==> src/saf_ram.sv <==
// Generic simple dual-port RAM with one write port and a registered read.
// No dependencies.
`default_nettype none
module saf_ram #(
    parameter int WIDTH = 8,
    parameter int DEPTH = 16
) (
    input  wire logic                     i_clk,
    input  wire logic                     i_we,
    input  wire logic [$clog2(DEPTH)-1:0] i_waddr,
    input  wire logic [WIDTH-1:0]         i_wdata,
    input  wire logic [$clog2(DEPTH)-1:0] i_raddr,
    output logic      [WIDTH-1:0]         o_rdata
);
    logic [WIDTH-1:0] r_mem [DEPTH];

    always_ff @(posedge i_clk) begin
        if (i_we) begin
            r_mem[i_waddr] <= i_wdata;
        end
        o_rdata <= r_mem[i_raddr];
    end
endmodule
`default_nettype wire

==> config.mk <==
export PLATFORM = sky130hd
export DESIGN_NAME = saf_ram
export DESIGN_NICKNAME = d
export VERILOG_FILES = /design/src/saf_ram.sv
export SDC_FILE = /design/constraint.sdc
export NUM_CORES = 1
export LEC_CHECK = 0
export BUFFER_PORTS_ARGS = -buffer_cell sky130_fd_sc_hd__buf_2
export CORE_UTILIZATION = 45
export DETAILED_ROUTE_END_ITERATION = 8
export SYNTH_ARGS = -nofsm -noshare
export SYNTH_HDL_FRONTEND = slang
export SYNTH_SLANG_ARGS = --single-unit
==> constraint.sdc <==
create_clock -name i_clk -period 2.05 [get_ports i_clk]
set_input_delay 0.5125 -clock i_clk [delete_from_list [all_inputs] [get_ports i_clk]]
set_output_delay 0.5125 -clock i_clk [all_outputs]
set_load 0.02 [all_outputs]
==> summary.md, run 1 <==
| Metric | Value |
|---|---|
| GR Overflow Total | 0 |
| Peak VDD IR | 0.000832 V |
| Pint | 5.42 mW |
| WL per Instance | 23.1 µm |
| DR iter-0 viols | 161 |
| Critical path launch point type | input port |
| Worst-margin pin slew | 0.429 ns |
| Sequential element share of the synthesized area | 77.8% |
| Crit path cell chain | buf_2, buf_4, mux4_1, a22oi_1, nand2_1 |
| Period utilisation layout | about three quarters |
| Yosys top cell by area | edfxtp_1 |
| Arr. time, crit path | 1.84 ns |
| Total number of vias | 2453 |
| Synth top area share | 74.7% |
| Post-synth cell types | 19 |
| Longest Clk Path Bufs | 2 |
| Diode count | 0 |
| Port Buffers | 25 |
| Final Hold Viols | 0 |
| Seq. cell area | 4000 µm² |
| CP max stage cell | mux4_1 |
| Max-cap viol count | 0 |
| Fraction of layout cells with a size suffix above 1 | 33.0% |
| Crit Path Max Fanout | 10 |
| CTS tree | built |
| Setup TNS Final | 0 ns |
| Largest net degree at the start of global routing | 33 |
| Area of the mapped netlist | 5150 µm² |
| Hold Path Class | input port to flop |
| Pwr Total | roughly 6.7 mW |
| Via density | 5.58 |
| Hpwl dp | 6.42 mm |
| Area of the multi-input gates | 1060 µm² |
| Post-Route Skew | 0.00436 ns |
| Num CTS Buffers | 17 |
| Crit path time final | 1.56 ns |
| Post-synthesis register bit count | 136 |
| First-pass GRT wire length | 15.4 mm |
| Status | finished clean |
| Sequential power share | 46.5% |
| Net Count, Synth | 247 |
| Max H-tree Level | 4 |
| Postcts setup bufs | 0 |
| Resize count post-CTS | 0 |
| Initial DRT Pass Iterations | 4 |
| Switching pwr | 1.31 mW |
| Rel. slew slack | 71.4% |
| Area of the die | about 12000 µm² |
| Tot GR Track Use | 19.7% |
| Yosys warning total | 0 |
| Fin nets | 305 |
| Worst skew pair latency | about 0.4 ns |
| Clock sinks | 136 |
| # rows | 38 |
| Final core occ | 56.6% |
| Slew Viols, Final | 0 |
| GPL Wtd Cong | about 0.8 |
| Initial core utilization | 46.9% |
| Cts hold-fix bufs | 0 |
| Leak Pwr | 2.14 nW |
| Worst setup path class | input port to flop |
| Routed WL | 10.2 mm |
| Cell count after synthesis | ~230 |
| Critical Path End Type | flop |
| Vias in the first global route | 2582 |
| Switching share of power | 19.5% |
| DP Worst Slack | just under 0.07 ns |
| Syn avg cell area | 22.5 µm² |
| DRC | 0 |
| Delay of the slowest critical-path stage | between 0.5 and 0.6 ns |
| Setup violations, final | 0 |
| PD cells | 1080 nW/µm² |
| Die height | 109 µm |
| RSZ-0062 raised after global routing | no |
| Final WS setup | 0.495 ns |
| Max frequency | 643 MHz |
| Area Growth Syn to Fin | 20.7% |
| Clock transition at the registers of the reported paths | 0.06 ns |
| Floorplan Core Area | 11000 µm² |
| Initial antenna violation count | 0 |
| WP data required | 2.34 ns |
| Combinational fraction of design power | 4.6% |
| Ranking of synthesized cells by area | edfxtp_1 (75%), mux4_2 (7.9%), mux4_1 (7.1%) |
| Root buf cell | clkbuf_16 |
| I/O pin total | 26 |
| Die Width | 109 µm |
| Clk pwr share | 48.8% |
| Antenna Nets Post-Route | 0 |
| Filler cells | 841 |
==> kinds of logic after synthesis <==
logic type / Yosys count / share of synthesized area, %
AND/OR/NAND/NOR: 35 / 3.18
AO/OA/AOI/OAI: 16 / 2.33
multiplexers: 32 / 15.0
flip-flops: 136 / 77.8
buffers and inverters: 10 / 1.68
==> placed cells by master (no fill, tap or decap), drive strengths merged, types with 2 or more instances in the layout <==
cell type	instances
mux4	32
clkbuf	19
nand2	9
clkinvlp	3
a22oi	16
nand3b	2
nand2b	2
buf	49
bufinv	5
nor2	13
clkinv	5
edfxtp	128
dfxtp	8
nor3	4
==> final timing paths <==
check | startpoint | endpoint | slack [ns] | depth (start not counted)
max | i_raddr[0] | o_rdata[1] | 0.49 | 5
min | i_wdata[4] | r_mem[10][4] | 0.49 | 1
max reg2reg | r_mem[9][1] | o_rdata[1] | 0.67 | 3
min reg2reg | r_mem[14][0] | o_rdata[0] | 0.67 | 3
==> area by class of cell <==
type	count	share of cell area, %
Clock buffer	19	7.13
Sequential cell	136	64.5
Multi-Input combinational cell	83	17.0
Tap cell	140	2.82
Clock inverter	13	3.24
Timing Repair Buffer	49	5.32
==> synth_stat cells (all sizes together) <==
cell / n
clkdlybuf4s25: 3
nor2b: 1
nand2b: 2
and2b: 1
nand3: 1
a22oi: 16
mux4: 32
nand3b: 2
and2: 1
nand2: 9
or3b: 1
dfxtp: 8
edfxtp: 128
buf: 7
nor2: 13
nor3: 4
==> flip-flops by register name, indices dropped and copies added (netlist names) <==
name and flops:
o_rdata 8, r_mem 128
==> power by group through the flow <==
| stage | Clock (mW) | Sequential, mW | Combinational, mW |
|---|---|---|---|
| 2_1_floorplan | 0 | 3.20 | 0.158 |
| 3_3_place_gp | 0 | 3.19 | 0.311 |
| 4_1_cts | 3.33 | 3.13 | 0.317 |
| 5_1_grt | 3.44 | 3.14 | 0.337 |
| 3_5_place_dp | 0 | 3.19 | 0.315 |
| 6_report | 3.29 | 3.13 | 0.311 |
==> routing by layer <==
layer / GRT usage (%) / up-vias / part of all wire [%]
met5: 0 / - / 0
met4: 8.59 / 0 / 1.5
met3: 5.02 / 12 / 5.2
met2: 30.5 / 78 / 50
met1: 26.6 / 1276 / 43
li1: - / 1087 / -
==> stage by stage <==
stage	hold slack, ns	std cells	instance area [µm²]
finish	0.490	440	6210
global route	0.485	440	6210
CTS	0.475	440	6210
detailed placement	0.665	408	5570
global placement	0.647	408	5570
floorplan	0.611	229	5150
==> critical path, delay by kind of cell <==
kind	cells	cell delay, ns
and+or+nand+nor	1	0.08
muxes	1	0.57
buffers and inverters	2	0.35
AOI/OAI and AO/OA	1	0.33
No activity file was read; power rests on OpenSTA's default activity.
==> run 2, diff against run 1 <==
==> constraint.sdc (replaced) <==
create_clock -name i_clk -period 1.5 [get_ports i_clk]
set_input_delay 0.375 -clock i_clk [delete_from_list [all_inputs] [get_ports i_clk]]
set_output_delay 0.375 -clock i_clk [all_outputs]
set_load 0.02 [all_outputs]
==> summary.md, run 2 (synthesis results as in run 1) <==
| Metric | Value |
|---|---|
| Status | finished clean |
| Max frequency | 729 MHz |
| Total number of vias | 2408 (-1.8%) |
| Largest register FFs | 128 (unchanged) |
| Diode count | 0 (unchanged) |
| Floorplan Core Area | 11000 µm² (unchanged) |
| Fin Hold WS | 0.348 ns (-0.141 ns) |
| Longest Clk Path Bufs | 2 (unchanged) |
| I/O pin total | 26 (unchanged) |
| DP Worst Slack | -0.319 ns (-0.387 ns) |
| Combinational fraction of design power | 4.8% (+0.2 points) |
| Hold Path Sink | r_mem[6][0] |
| Crit path time final | 1.37 ns |
| FF-to-FF path depth | 3 (unchanged) |
| Num CTS Buffers | 17 (unchanged) |
| Most frequent cells in the layout | edfxtp_1 (128), buf_2 (25), buf_4 (23) |
| Period utilisation layout | 91.4% |
| CP startpoint | r_mem[5][1] |
| Worst R2R End | o_rdata[1] |
| Critical Path End Type | flop |
| Crit path cell chain | mux4_1, a22oi_1, nand2_1 |
| Via density | 5.40 (-3.2%) |
| Critical path launch point type | flop |
| Start of the worst register-to-register path | r_mem[5][1] |
| Setup violations, final | 0 (unchanged) |
| WP data required | 1.79 ns (-0.55 ns) |
| Die height | 109 µm (unchanged) |
| Antenna Nets Post-Route | 0 (unchanged) |
| Worst reg2reg setup slack | 0.13 ns (-0.54 ns) |
| Max-cap viol count | 0 (unchanged) |
| PD cells | 1470 nW/µm² (+36%) |
| # rows | 38 (unchanged) |
| Slew Viols, Final | 0 (unchanged) |
| DRC | 0 (unchanged) |
| Placed Instances | 414 (+1.5%) |
| Crit Path Max Fanout | 1 (-9) |
| Worst skew pair latency | 0.40 ns (about the same) |
| GR Overflow Total | 0 (unchanged) |
| Filler cells | 791 (-5.9%) |
| Hpwl dp | 6.49 mm (+1.1%) |
| Hold Crit Depth | 1 (unchanged) |
| Initial DRT Pass Iterations | 4 (unchanged) |
| Final WS setup | 0.129 ns (-0.366 ns) |
| WP buf/inv | 0 (-2) |
| Area Growth Syn to Fin | 24.0% |
| Tot GR Track Use | 18.3% (-1.5 points) |
| Leak Pwr | 2.21 nW (+3.1%) |
| Postcts setup bufs | 0 (unchanged) |
| CTS tree | built |
| Vias in the first global route | 2565 (-0.66%) |
| Fin nets | 311 (+2.0%) |
| Sequential power share | 45.6% (-0.9 points) |
| Routed WL | 9.77 mm (-3.8%) |
| Biggest register | r_mem |
| HP Start | i_wdata[0] |
| Arr. time, crit path | 1.66 ns (-0.18 ns) |
| Clk pwr share | 49.6% (+0.8 points) |
| Pint | 7.57 mW (+40%) |
| Initial core utilization | 46.9% (unchanged) |
| RSZ-0062 raised after global routing | no |
| Worst-margin pin slew | 0.840 ns (+0.412 ns) |
| Largest net degree at the start of global routing | 19 (-42%) |
| DR iter-0 viols | 165 (+2.5%) |
| Worst setup path class | flop to flop |
| Final Hold Viols | 0 (unchanged) |
| Pwr Total | 9.38 mW (+39%) |
| Root buf cell | clkbuf_16 |
| Clock sinks | 136 (unchanged) |
| WL per Instance | 21.9 µm (-5.1%) |
| Largest registers | r_mem (128), o_rdata (8) |
| Post-Route Skew | 0.00514 ns (+0.000775 ns) |
| Most common cell after layout, fill and taps aside | edfxtp_1 |
| Design area | 6380 µm² (+2.8%) |
| Area of the multi-input gates | 1090 µm² (+3.4%) |
| Switching share of power | 19.3% (-0.15 points) |
| Fraction of layout cells with a size suffix above 1 | 36.9% (+3.9 points) |
| Peak VDD IR | 0.000720 V (-13%) |
| Max H-tree Level | 4 (unchanged) |
| Fin cells | 446 (+1.4%) |
| Switching pwr | 1.81 mW (+38%) |
| Clock transition at the registers of the reported paths | 0.06 ns (about the same) |
| First-pass GRT wire length | 14.8 mm (-4.4%) |
| Kind of cell with the highest combined delay on the critical path | multiplexers |
| GPL Wtd Cong | 0.707 (-12%) |
| Delay of the slowest critical-path stage | 0.55 ns (-0.02 ns) |
| Area of the die | 11900 µm² (unchanged) |
| Die Width | 109 µm (unchanged) |
| Port Buffers | 25 (unchanged) |
| Seq. cell area | 4000 µm² (unchanged) |
| Placed Area | 5710 µm² (+2.5%) |
| Hold Path Class | input port to flop |
| Initial antenna violation count | 0 (unchanged) |
| Rel. slew slack | 43.9% (-28 points) |
| CP max stage cell | mux4_1 |
[run 2: how the worst max path moves through the flow]
stage	end	slack (ns)	cells after the start
after global placement	o_rdata[4]	-0.31	5
after global routing	o_rdata[2]	0.07	5
final	o_rdata[1]	0.13	3
after floorplan	o_rdata[1]	-0.01	5
after CTS	o_rdata[4]	0.11	5
after detailed placement	o_rdata[4]	-0.32	5
[run 2: power groups by stage]
stage / Sequential [mW] / Combinational, mW / Clock, mW
floorplan: 4.38 / 0.222 / 0
global route: 4.28 / 0.488 / 4.88
finish: 4.27 / 0.453 / 4.66
global placement: 4.35 / 0.448 / 0
detailed placement: 4.35 / 0.457 / 0
CTS: 4.28 / 0.459 / 4.72
[run 2: cell type report]
class                           instances  area share [%]
Clock buffer                           17            6.66
Clock inverter                         15            3.90
Multi-Input combinational cell         83            17.1
Sequential cell                       136            62.7
Tap cell                              140            2.74
Timing Repair Buffer                   55            6.86
[run 2: timing repair]
action,4_1_cts,5_1_grt
hold buffers,0,0
gates resized for setup,0,1
setup endpoints to repair,0,1
hold endpoints to repair,0,0
[run 2: per-stage QoR]
step,utilization (%),TNS [ns]
floorplan,-,-0.0529
global placement,51.9,-3.79
detailed placement,51.9,-4.99
CTS,58.1,0
global route,58.1,0
finish,58.1,0
[run 2: routing by layer]
metal | vias to the layer above | routed length [µm] | GRT usage, %
met4 | 0 | 109 | 6.66
met3 | 6 | 339 | 4.24
met5 | - | 0 | 0
li1 | 1104 | - | -
met2 | 43 | 4880 | 29.6
met1 | 1255 | 4440 | 24.1
